`config.mk`:
```
export PLATFORM = sky130hd
export DESIGN_NAME = resp_stream_parser_flat
export DESIGN_NICKNAME = d
export VERILOG_FILES = /design/src/rsp_pkg.sv /design/src/rsp_if.sv /design/src/resp_stream_parser.sv /design/src/flat_wrapper.sv
export SDC_FILE = /design/constraint.sdc
export NUM_CORES = 1
export LEC_CHECK = 0
export ABC_AREA = 1
export BUFFER_PORTS_ARGS = -buffer_cell sky130_fd_sc_hd__buf_4
export CORE_UTILIZATION = 30
export DETAILED_ROUTE_END_ITERATION = 6
export PLACE_DENSITY_LB_ADDON = 0.15
export SYNTH_ARGS = -nofsm -noshare
export SYNTH_HDL_FRONTEND = slang
export SYNTH_SLANG_ARGS = --single-unit
```
`constraint.sdc`:
```
create_clock -name i_clk -period 3.8 [get_ports i_clk]
set_input_delay 0.38 -clock i_clk [delete_from_list [all_inputs] [get_ports i_clk]]
set_output_delay 0.38 -clock i_clk [all_outputs]
set_load 0.03 [all_outputs]
```
`src/rsp_pkg.sv`:
```
// ----------------------------------------------------------------------------
// rsp_pkg
// Shared types and constants for the RESP stream parser: event codes,
// protocol characters and field widths.
// ----------------------------------------------------------------------------
package rsp_pkg;

    localparam int LENGTH_BITS_DEF = 32;

    localparam int BYTE_W   = 8;
    localparam int EVENT_W  = 3;
    localparam int NUMBER_W = 32;

    typedef enum logic [EVENT_W-1:0] {
        EV_CONSUMED    = 3'd0,
        EV_ARRAY_START = 3'd1,
        EV_NULL_ARRAY  = 3'd2,
        EV_BULK_START  = 3'd3,
        EV_PAYLOAD     = 3'd4,
        EV_BULK_END    = 3'd5,
        EV_ERROR       = 3'd6
    } t_event;

    localparam logic [BYTE_W-1:0] CH_DOLLAR = 8'h24;
    localparam logic [BYTE_W-1:0] CH_STAR   = 8'h2A;
    localparam logic [BYTE_W-1:0] CH_MINUS  = 8'h2D;
    localparam logic [BYTE_W-1:0] CH_CR     = 8'h0D;
    localparam logic [BYTE_W-1:0] CH_LF     = 8'h0A;
    localparam logic [BYTE_W-1:0] CH_ZERO   = 8'h30;
    localparam logic [BYTE_W-1:0] CH_NINE   = 8'h39;

endpackage

```
`src/rsp_if.sv`:
```
// ----------------------------------------------------------------------------
// rsp_if
// Valid/ready channels of the RESP stream parser: the byte request channel
// and the parse result channel.
// ----------------------------------------------------------------------------
interface rsp_byte_if;
    logic                       valid;
    logic                       ready;
    logic [rsp_pkg::BYTE_W-1:0] stream_byte;

    modport source (output valid, output stream_byte, input ready);
    modport sink   (input valid, input stream_byte, output ready);
endinterface

interface rsp_res_if;
    logic                         valid;
    logic                         ready;
    logic [rsp_pkg::EVENT_W-1:0]  event_res;
    logic [rsp_pkg::NUMBER_W-1:0] number;
    logic [rsp_pkg::BYTE_W-1:0]   payload;
    logic                         message_done;

    modport source (output valid, output event_res, output number, output payload,
                    output message_done, input ready);
    modport sink   (input valid, input event_res, input number, input payload,
                    input message_done, output ready);
endinterface

```
`src/resp_stream_parser.sv`:
```
// ----------------------------------------------------------------------------
// resp_stream_parser
// Byte-serial RESP parser: one result request per input byte request.
// ----------------------------------------------------------------------------
// Result: o_res is registered from each accepted byte; the decimal
//   accumulate (x10 + digit, overflow test) feeding the state sets the path.
// Throughput: one byte per cycle; the result register refills as it drains,
//   so i_byte.ready drops only while a result waits and o_res.ready is low.
// Reset (synchronous, active low): parser waits for a type byte, counters
//   cleared, result register empty. No clearing pass.
// ----------------------------------------------------------------------------
module resp_stream_parser #(
    parameter int LENGTH_BITS = rsp_pkg::LENGTH_BITS_DEF
) (
    input  logic            i_clk,
    input  logic            i_rst_n,
    rsp_byte_if.sink        i_byte,
    rsp_res_if.source       o_res
);
    import rsp_pkg::*;

    localparam int L = LENGTH_BITS;

    // parser phases
    typedef enum logic [2:0] {
        PH_TYPE,            // expecting '$' or '*'
        PH_NUM_FIRST,       // first char of the number ('-' allowed)
        PH_NUM_AFTER_MINUS, // digit required after '-'
        PH_NUM_DIGITS,      // more digits or CR
        PH_NUM_LF,          // LF closing the header
        PH_BODY,            // payload bytes
        PH_BODY_CR,         // CR after payload
        PH_BODY_LF          // LF after payload
    } t_phase;

    localparam logic [L-1:0] LEN_MAX = {L{1'b1}};

    // low 32 bits of an L-bit value, zero-extended when L is narrower
    function automatic logic [NUMBER_W-1:0] low_word(input logic [L-1:0] v);
        logic [63:0] w;
        w = 64'(v);
        return w[NUMBER_W-1:0];
    endfunction

    // parser state
    t_phase        r_phase,     n_phase;
    logic [L-1:0]  r_accum,     n_accum;
    logic          r_minus,     n_minus;
    logic          r_hdr_array, n_hdr_array;
    logic          r_in_array,  n_in_array;
    logic [L-1:0]  r_elem_left, n_elem_left;
    logic [L-1:0]  r_pay_left,  n_pay_left;

    // result register
    logic                r_out_valid;
    t_event              r_event,   n_event;
    logic [NUMBER_W-1:0] r_number,  n_number;
    logic [BYTE_W-1:0]   r_payload, n_payload;
    logic                r_done,    n_done;

    logic              in_fire;
    logic [BYTE_W-1:0] b;
    logic [BYTE_W-1:0] digit_full;
    logic [3:0]        digit;
    logic              is_digit;
    logic [L+3:0]      acc_next;
    logic              acc_ovf;
    logic [L-1:0]      pay_dec;
    logic [L-1:0]      elem_dec;

    // a new byte is taken whenever the result register is free or draining
    assign i_byte.ready = !r_out_valid || o_res.ready;
    assign in_fire      = i_byte.valid && i_byte.ready;

    assign b          = i_byte.stream_byte;
    assign is_digit   = (b >= CH_ZERO) && (b <= CH_NINE);
    assign digit_full = b - CH_ZERO;
    assign digit      = digit_full[3:0];

    // accum*10 + digit with four guard bits; any guard bit set means overflow
    assign acc_next = ({4'b0, r_accum} << 3) + ({4'b0, r_accum} << 1)
                    + (L+4)'(digit);
    assign acc_ovf  = |acc_next[L+3:L];

    assign pay_dec  = (r_pay_left  != '0) ? r_pay_left  - L'(1) : r_pay_left;
    assign elem_dec = (r_elem_left != '0) ? r_elem_left - L'(1) : r_elem_left;

    always_comb begin
        logic       fail;
        logic [L-1:0] fail_num;

        fail     = 1'b0;
        fail_num = '0;

        n_phase     = r_phase;
        n_accum     = r_accum;
        n_minus     = r_minus;
        n_hdr_array = r_hdr_array;
        n_in_array  = r_in_array;
        n_elem_left = r_elem_left;
        n_pay_left  = r_pay_left;

        n_event   = EV_CONSUMED;
        n_number  = '0;
        n_payload = '0;
        n_done    = 1'b0;

        unique case (r_phase)
            PH_TYPE: begin
                if (b == CH_DOLLAR) begin
                    n_hdr_array = 1'b0;
                end else if (b == CH_STAR && !r_in_array) begin
                    n_hdr_array = 1'b1;
                end else begin
                    fail = 1'b1;
                end
                n_accum = '0;
                n_minus = 1'b0;
                n_phase = PH_NUM_FIRST;
            end

            PH_NUM_FIRST, PH_NUM_AFTER_MINUS, PH_NUM_DIGITS: begin
                if (is_digit) begin
                    if (acc_ovf) begin
                        fail     = 1'b1;
                        fail_num = LEN_MAX;
                    end else begin
                        n_accum = acc_next[L-1:0];
                        n_phase = PH_NUM_DIGITS;
                    end
                end else if (r_phase == PH_NUM_FIRST && b == CH_MINUS) begin
                    n_minus = 1'b1;
                    n_phase = PH_NUM_AFTER_MINUS;
                end else if (r_phase == PH_NUM_DIGITS && b == CH_CR) begin
                    n_phase = PH_NUM_LF;
                end else begin
                    fail = 1'b1;
                end
            end

            PH_NUM_LF: begin
                if (b != CH_LF) begin
                    fail = 1'b1;
                end else if (r_hdr_array) begin
                    if (r_minus) begin
                        // only "-1" is legal: null array, everything cleared
                        if (r_accum != L'(1)) begin
                            fail = 1'b1;
                        end else begin
                            n_phase     = PH_TYPE;
                            n_accum     = '0;
                            n_minus     = 1'b0;
                            n_hdr_array = 1'b0;
                            n_in_array  = 1'b0;
                            n_elem_left = '0;
                            n_pay_left  = '0;
                            n_event     = EV_NULL_ARRAY;
                            n_done      = 1'b1;
                        end
                    end else begin
                        n_accum  = '0;
                        n_phase  = PH_TYPE;
                        n_event  = EV_ARRAY_START;
                        if (r_accum == '0) begin
                            // empty array completes the message
                            n_in_array  = 1'b0;
                            n_elem_left = '0;
                            n_done      = 1'b1;
                        end else begin
                            n_in_array  = 1'b1;
                            n_elem_left = r_accum;
                            n_number    = low_word(r_accum);
                        end
                    end
                end else if (r_minus) begin
                    fail = 1'b1;
                end else begin
                    n_accum    = '0;
                    n_pay_left = r_accum;
                    n_phase    = (r_accum == '0) ? PH_BODY_CR : PH_BODY;
                    n_event    = EV_BULK_START;
                    n_number   = low_word(r_accum);
                end
            end

            PH_BODY: begin
                n_pay_left = pay_dec;
                if (pay_dec == '0) begin
                    n_phase = PH_BODY_CR;
                end
                n_event   = EV_PAYLOAD;
                n_payload = b;
            end

            PH_BODY_CR: begin
                if (b != CH_CR) begin
                    fail = 1'b1;
                end else begin
                    n_phase = PH_BODY_LF;
                end
            end

            PH_BODY_LF: begin
                if (b != CH_LF) begin
                    fail = 1'b1;
                end else begin
                    n_phase = PH_TYPE;
                    n_event = EV_BULK_END;
                    if (r_in_array) begin
                        n_elem_left = elem_dec;
                        if (elem_dec == '0) begin
                            n_in_array = 1'b0;
                            n_done     = 1'b1;
                        end
                    end else begin
                        n_done = 1'b1;
                    end
                end
            end

            default: begin
                fail = 1'b1;
            end
        endcase

        // any error: back to reset state, wait for a new message
        if (fail) begin
            n_phase     = PH_TYPE;
            n_accum     = '0;
            n_minus     = 1'b0;
            n_hdr_array = 1'b0;
            n_in_array  = 1'b0;
            n_elem_left = '0;
            n_pay_left  = '0;
            n_event     = EV_ERROR;
            n_number    = low_word(fail_num);
            n_payload   = '0;
            n_done      = 1'b0;
        end
    end

    always_ff @(posedge i_clk) begin
        if (!i_rst_n) begin
            r_phase     <= PH_TYPE;
            r_accum     <= '0;
            r_minus     <= 1'b0;
            r_hdr_array <= 1'b0;
            r_in_array  <= 1'b0;
            r_elem_left <= '0;
            r_pay_left  <= '0;
            r_out_valid <= 1'b0;
            r_event     <= EV_CONSUMED;
            r_number    <= '0;
            r_payload   <= '0;
            r_done      <= 1'b0;
        end else begin
            if (in_fire) begin
                r_phase     <= n_phase;
                r_accum     <= n_accum;
                r_minus     <= n_minus;
                r_hdr_array <= n_hdr_array;
                r_in_array  <= n_in_array;
                r_elem_left <= n_elem_left;
                r_pay_left  <= n_pay_left;
                r_out_valid <= 1'b1;
                r_event     <= n_event;
                r_number    <= n_number;
                r_payload   <= n_payload;
                r_done      <= n_done;
            end else if (o_res.ready) begin
                r_out_valid <= 1'b0;
            end
        end
    end

    assign o_res.valid        = r_out_valid;
    assign o_res.event_res    = r_event;
    assign o_res.number       = r_number;
    assign o_res.payload      = r_payload;
    assign o_res.message_done = r_done;

    // an error always leaves the parser at a message boundary
    a_err_clears: assert property (@(posedge i_clk) disable iff (!i_rst_n)
        in_fire && n_event == EV_ERROR |=>
            r_phase == PH_TYPE && !r_in_array && r_elem_left == '0 && r_pay_left == '0)
        else $error("error did not clear parser state");

    // open array always has elements due
    a_array_count: assert property (@(posedge i_clk) disable iff (!i_rst_n)
        r_in_array |-> r_elem_left != '0)
        else $error("inside array with no elements left");

    // body phase always has payload due
    a_body_count: assert property (@(posedge i_clk) disable iff (!i_rst_n)
        r_phase == PH_BODY |-> r_pay_left != '0)
        else $error("payload phase with zero bytes left");

    // message end only on events that can close a message
    a_done_event: assert property (@(posedge i_clk) disable iff (!i_rst_n)
        r_out_valid && r_done |->
            (r_event == EV_ARRAY_START || r_event == EV_NULL_ARRAY ||
             r_event == EV_BULK_END))
        else $error("message_done on wrong event");

    // payload byte is zero outside payload events
    a_payload_zero: assert property (@(posedge i_clk) disable iff (!i_rst_n)
        r_out_valid && r_event != EV_PAYLOAD |-> r_payload == '0)
        else $error("payload set on non-payload event");

endmodule
```
`src/flat_wrapper.sv`:
```
// flat-port wrapper written by rule: the top's interface ports become plain ports
module resp_stream_parser_flat import rsp_pkg::*;
#(
    parameter int LENGTH_BITS = rsp_pkg::LENGTH_BITS_DEF
)
  (i_clk, i_rst_n, i_byte_valid, i_byte_stream_byte, i_byte_ready, o_res_valid, o_res_event_res, o_res_number, o_res_payload, o_res_message_done, o_res_ready);
  rsp_byte_if i_byte_i ();
  rsp_res_if o_res_i ();
  input  logic i_clk;
  input  logic i_rst_n;
  input wire logic [$bits(i_byte_i.valid)-1:0] i_byte_valid;
  input wire logic [$bits(i_byte_i.stream_byte)-1:0] i_byte_stream_byte;
  output wire logic [$bits(i_byte_i.ready)-1:0] i_byte_ready;
  output wire logic [$bits(o_res_i.valid)-1:0] o_res_valid;
  output wire logic [$bits(o_res_i.event_res)-1:0] o_res_event_res;
  output wire logic [$bits(o_res_i.number)-1:0] o_res_number;
  output wire logic [$bits(o_res_i.payload)-1:0] o_res_payload;
  output wire logic [$bits(o_res_i.message_done)-1:0] o_res_message_done;
  input wire logic [$bits(o_res_i.ready)-1:0] o_res_ready;
  assign i_byte_i.valid = i_byte_valid;
  assign i_byte_i.stream_byte = i_byte_stream_byte;
  assign i_byte_ready = i_byte_i.ready;
  assign o_res_valid = o_res_i.valid;
  assign o_res_event_res = o_res_i.event_res;
  assign o_res_number = o_res_i.number;
  assign o_res_payload = o_res_i.payload;
  assign o_res_message_done = o_res_i.message_done;
  assign o_res_i.ready = o_res_ready;
  resp_stream_parser #(.LENGTH_BITS(LENGTH_BITS)) u_core (.i_clk(i_clk), .i_rst_n(i_rst_n), .i_byte(i_byte_i), .o_res(o_res_i));
endmodule
```
==> out/results.tsv, run 1 <==
metric	value	unit
status	completed	
nFillCells	4587	
clockRootBuffer	clkbuf_16	
synth_nets	2199	
areaGrowthSynthToFinish	13.9	%
firstDrtPassIters	7	
core_area	40000	um2
yosysSeqAreaShare	24.0	%
critPathCaptureType	flip-flop	
drt_iter0_markers	1049	
ir_drop	279	uV
crit_type	flip-flop to flip-flop	
fmax	286	MHz
drv_slew	0	
num_antenna_cells	0	
p_leak	0.00677	uW
multi_input_area	8240	um2
synth_area	12300	um2
layout.nets	2227	
portBuffers	57	
clock_path_buffers	2	
synth_ff_type	dfxtp_1	
yosys_warnings	0	
power-per-cell-area	397	nW/um2
fin_crit_sh	92.0	%
tightest_slew	1.06	ns
vias	13500	
crit_required	4.15	ns
rsz0062_at_grt	false	
grt_pass1_vias	12600	
dp_slack	0.0314	ns
hold_path.class	input pin to flip-flop	
fin_setup_tns	0	ns
synth.distinct_cells	47	
setup.worst_path.start_class	flip-flop	
period_needed	3.50	ns
slew_headroom	29.5	%
wl	45.2	mm
cts_hold_buffers	0	
cts_buffers	17	
hold_ws	0.179	ns
finalSetupViolCount	0	
drv_cap	0	
die_area	41700	um2
place_congestion	0.918	
wire_per_inst	16.8	um
die_w	204	um
clk_latency	0.46	ns
syn_inst	2118	
drcViolationCount	0	
die_y	204	um
ys_seq_elements	147	
grt.total_usage	21.9	%
hold_viol	0	
cts_tree	yes	
final_common_cell	nand2_1	
num_rows	73	
drive_gt1_share	8.62	%
dp_hpwl	33.9	mm
antenna_found_initial	0	
regArea	2940	um2
clkSinkCount	147	
layout_setup_ws	0.302	ns
clk_pin_slew_worst_paths	0.07	ns
vias_per_cell	5.05	
start_util	30.6	%
grt_pass1_wl	70.9	mm
grt_max_degree	70	
io_pins	58	
skew	0.0133	ns
syn_avg_cell_area	5.79	um2
ant_nets	0	
htreeDepth	4	
cp_data_arrival_time	3.85	ns
critPathMaxFanout	9	
synth_edf_count	0	
overflow	0	
synthArstFlopShare	0	%
final_cell_mix	nand2_1, nor2_1, nand3_1	
cell families (layout without fill, tap and decap cells):
logic type | after synthesis | in the layout | share of synthesized area [%]
fa+ha+maj | 69 | 69 | 7.16
xor+xnor | 42 | 42 | 3.00
flops | 147 | 147 | 24.0
compound gates | 234 | 234 | 10.7
buf+inv | 274 | 314 | 9.16
simple gates | 1352 | 1353 | 45.9
stage by stage:
stage | util (%) | total power, uW | instance area, um2 | cells
final | 34.9 | 5550 | 14000 | 2684
after CTS | 34.6 | 5550 | 13800 | 2675
after detailed placement | 33.2 | 3810 | 13300 | 2643
after floorplan | - | 3220 | 12300 | 2118
after global routing | 34.9 | 5920 | 14000 | 2684
after global placement | 33.2 | 3810 | 13300 | 2643
path summary, 6_finish.rpt:
kind	start	cells past startpoint	endpoint	slack (ns)
setup / recovery	u_core.r_accum[15]	20	u_core.r_pay_left[14]	0.30
hold / removal	i_byte_stream_byte[6]	3	u_core.o_res.payload[6]	0.18
setup reg to reg	u_core.r_accum[15]	20	u_core.r_pay_left[14]	0.30
hold reg to reg	u_core.o_res.message_done	2	u_core.o_res.message_done	0.48
cell type report:
class / count / area share [%]
timing repair buffer: 101 / 6.08
tap: 525 / 4.70
clock buffer: 17 / 3.05
sequential: 147 / 21.1
clock inverter: 15 / 1.03
multi-input combinational: 1698 / 59.0
inverter: 179 / 4.96
timing repair inverter: 2 / 0.125
power by group:
part | switching (uW) | internal [uW] | leakage (uW)
registers | 154 | 1670 | 0.00121
logic | 1380 | 640 | 0.00529
clock network | 795 | 915 | 0.000268
cell usage after synthesis, types with 7 or more instances:
cell	instances	share of area (%)
nand3_1	174	7.1
xor2_1	28	2.0
nor3_1	13	0.53
clkbuf_1	57	1.7
a31oi_1	40	2.0
inv_1	168	5.1
buf_1	7	0.21
xnor2_1	14	1.0
nor2_1	465	14
nor2_2	8	0.41
inv_2	8	0.24
a22oi_1	8	0.49
dfxtp_1	147	24
o21bai_1	10	0.61
or2_2	9	0.46
a21oi_1	51	2.1
buf_6	7	0.64
o21ai_0	110	4.5
ha_1	67	6.8
nand4_1	66	3.4
nand2_1	593	18
buf_2	20	0.82
metal layers:
layer | vias to the layer above | track usage (%) | part of all wire [%]
met1 | 6239 | 30.7 | 49
li1 | 6919 | - | -
met4 | 0 | 4.98 | 1.4
met5 | - | 0 | 0
met2 | 351 | 35.1 | 45
met3 | 34 | 3.28 | 4.9
sequential cells by signal, indices dropped and copies added (netlist names):
| name | flops |
|---|---|
| u_core.o_res.number | 32 |
| u_core.r_accum | 32 |
| u_core.r_elem_left | 32 |
| u_core.r_pay_left | 32 |
| u_core.o_res.payload | 8 |
| u_core.o_res.event_res | 3 |
| u_core.r_phase | 3 |
| u_core.o_res.message_done | 1 |
| u_core.o_res.valid | 1 |
| u_core.r_hdr_array | 1 |
| u_core.r_in_array | 1 |
| u_core.r_minus | 1 |
critical path, cell delays in order, from the launching register on:
cell     delay, ns
dfxtp_1       0.46
ha_1          0.29
ha_1          0.35
nand2_1       0.15
nor2_1        0.21
nand2_1       0.10
nor3b_1       0.37
nand2_1       0.12
nand3_1       0.08
nand2_1       0.06
nor2_1        0.10
nand2_2       0.10
nand2_4       0.12
nand2_4       0.11
inv_8         0.12
nand3_4       0.14
nand2_8       0.21
buf_4         0.16
nand2_1       0.04
nand2_1       0.05
nor2_1        0.04
timing repair:
action                                  CTS  global route
buffers inserted                          0             6
gates resized for setup                   0            12
endpoints found under the setup margin    0            64
Note: power is estimated with default switching activity, not from simulation.
==> inputs of run 2 (changes only) <==
==> constraint.sdc (replaced) <==
create_clock -name i_clk -period 3.2 [get_ports i_clk]
set_input_delay 0.32 -clock i_clk [delete_from_list [all_inputs] [get_ports i_clk]]
set_output_delay 0.32 -clock i_clk [all_outputs]
set_load 0.03 [all_outputs]
==> out/results.tsv, run 2 (synthesis results as in run 1) <==
metric	value	unit	change
clk_pin_slew_worst_paths	0.06	ns	about the same
nFillCells	4439		-3.2%
tightest_slew	0.942	ns	-0.114 ns
clkSinkCount	147		unchanged
cp_top_family	simple AND/OR/NAND/NOR gates		
ir_drop	347	uV	+25%
fin_crit_sh	102	%	+9.8 points
dp_hpwl	35.6	mm	+4.9%
grt_pass1_vias	13300		+5.3%
wl	47.1	mm	+4.2%
grt_pass1_wl	73.2	mm	+3.3%
num_rows	73		unchanged
setup.worst_path.start_class	flip-flop		
critical_path.most_common_cell	nand2_1		
areaGrowthSynthToFinish	26.1	%	
cts_buffers	17		unchanged
vias	14200		+5.0%
clk_latency	0.45	ns	about the same
place_congestion	0.965		+5.1%
critPathMaxFanout	8		-1
period_needed	3.26	ns	-0.240 ns
p_leak	0.00753	uW	+11%
overflow	0		unchanged
antenna_found_initial	1		+1
drive_gt1_share	16.5	%	+7.9 points
firstDrtPassIters	5		-2
fmax	307	MHz	+7.4%
io_pins	58		unchanged
vias_per_cell	5.06		+0.33%
rsz0062_at_grt	true		
layout.nets	2352		+5.6%
die_w	204	um	unchanged
crit_required	3.54	ns	-0.61 ns
grt.total_usage	22.6	%	+0.66 points
drv_slew	0		unchanged
timing.rr.start	u_core.r_accum[0]		
slowest_delay	0.51	ns	+0.05 ns
skew	0.0134	ns	+0.0000438 ns
violations	negative setup slack		
cp_num_buf_inv	6		+4
core_area	40000	um2	unchanged
dp_slack	-0.287	ns	-0.318 ns
ant_nets	0		unchanged
cp_data_arrival_time	3.60	ns	-0.25 ns
die_area	41700	um2	unchanged
status	complete, but fails checks		
portBuffers	57		unchanged
clockRootBuffer	clkbuf_16		
drcViolationCount	0		unchanged
layout_setup_ws	-0.0581	ns	-0.360 ns
finalSetupViolCount	57		+57
final_cell_mix	nand2_1, nor2_1, buf_4		
die_y	204	um	unchanged
cts_hold_buffers	0		unchanged
drv_cap	0		unchanged
crit_type	flip-flop to flip-flop		
dpl-instance-area	14200	um2	+7.1%
cts_tree	yes		
htreeDepth	4		unchanged
grt_max_degree	74		+5.7%
start_util	30.6	%	unchanged
hold_viol	0		unchanged
hp-start	i_byte_stream_byte[6]		
slew_headroom	37.2	%	+7.7 points
clock_path_buffers	2		unchanged
critPathCaptureType	flip-flop		
final_common_cell	nand2_1		
crit_start	u_core.r_accum[0]		
wire_per_inst	16.8	um	-0.42%
hold_path.class	input pin to flip-flop		
drt_iter0_markers	1116		+6.4%
power-per-cell-area	461	nW/um2	+16%
power	7120	uW	+28%
final_area	15500	um2	+11%
crit_path_top_delay_cell	fa_1		
## run 2: cell count changes in the layout (fill, tap and decap cells not counted), sizes merged, moves of 2 or more
cell      before  now
buf          101  225
bufinv         1    3
clkbuf        17   26
clkinvlp       4    2
inv          186  177
## run 2: area by class of cell
| cell class | instances | area (um2) | area share [%] |
|---|---|---|---|
| Multi-Input combinational cell | 1697 | 8460 | 54.7 |
| Clock inverter | 8 | 128 | 0.825 |
| Clock buffer | 22 | 474 | 3.07 |
| Sequential cell | 147 | 2950 | 19.1 |
| Tap cell | 525 | 657 | 4.25 |
| Antenna cell | 1 | 2.50 | 0.0162 |
| Inverter | 179 | 691 | 4.47 |
| Timing Repair Buffer | 229 | 2100 | 13.6 |
## run 2: what timing repair did
action	4_1_cts	5_1_grt
setup buffers	5	8
cloned	2	5
endpoints found under the setup margin	118	135
pin swaps	5	8
gates resized for setup	43	52
## run 2: metal layers
layer | vias to the layer above | GRT usage [%] | part of all wire, %
met2 | 422 | 36.0 | 45
met3 | 57 | 2.92 | 6.4
li1 | 7172 | - | -
met4 | 0 | 6.85 | 2.4
met5 | - | 0 | 0
met1 | 6565 | 31.4 | 47
## run 2: where the power goes
group          total [uW]  switching, uW  leakage [uW]  internal (uW)
Combinational        2830           1760       0.00603           1070
Sequential           2160            175       0.00121           1980
Clock                2140            860      0.000288           1280
## run 2: path summary, 6_finish.rpt
path / endpoint / slack (ns) / depth (start not counted)
min reg2reg: u_core.o_res.event_res[0] / 0.47 / 2
max: u_core.r_pay_left[8] / -0.06 / 26
max reg2reg: u_core.r_pay_left[8] / -0.06 / 26
min: u_core.o_res.payload[6] / 0.12 / 3
## run 2: per-stage QoR
stage | utilization [%] | hold slack, ns | TNS, ns | cells
final | 38.7 | 0.124 | -0.964 | 2808
after global routing | 38.7 | 0.147 | -26.41 | 2807
after CTS | 37.7 | 0.110 | -0.583 | 2794
after detailed placement | 35.6 | 0.459 | -28.91 | 2757
after global placement | 35.6 | 0.460 | -30.33 | 2757
after floorplan | - | 0.464 | 0 | 2118
## run 2: worst register-to-register path: cells and delay by family (launching register included)
| family | cells | cell delay (ns) |
|---|---|---|
| and+or+nand+nor | 18 | 1.39 |
| buffers and inverters | 6 | 0.56 |
| DFF | 1 | 0.33 |
| adders and majority gates | 2 | 0.86 |
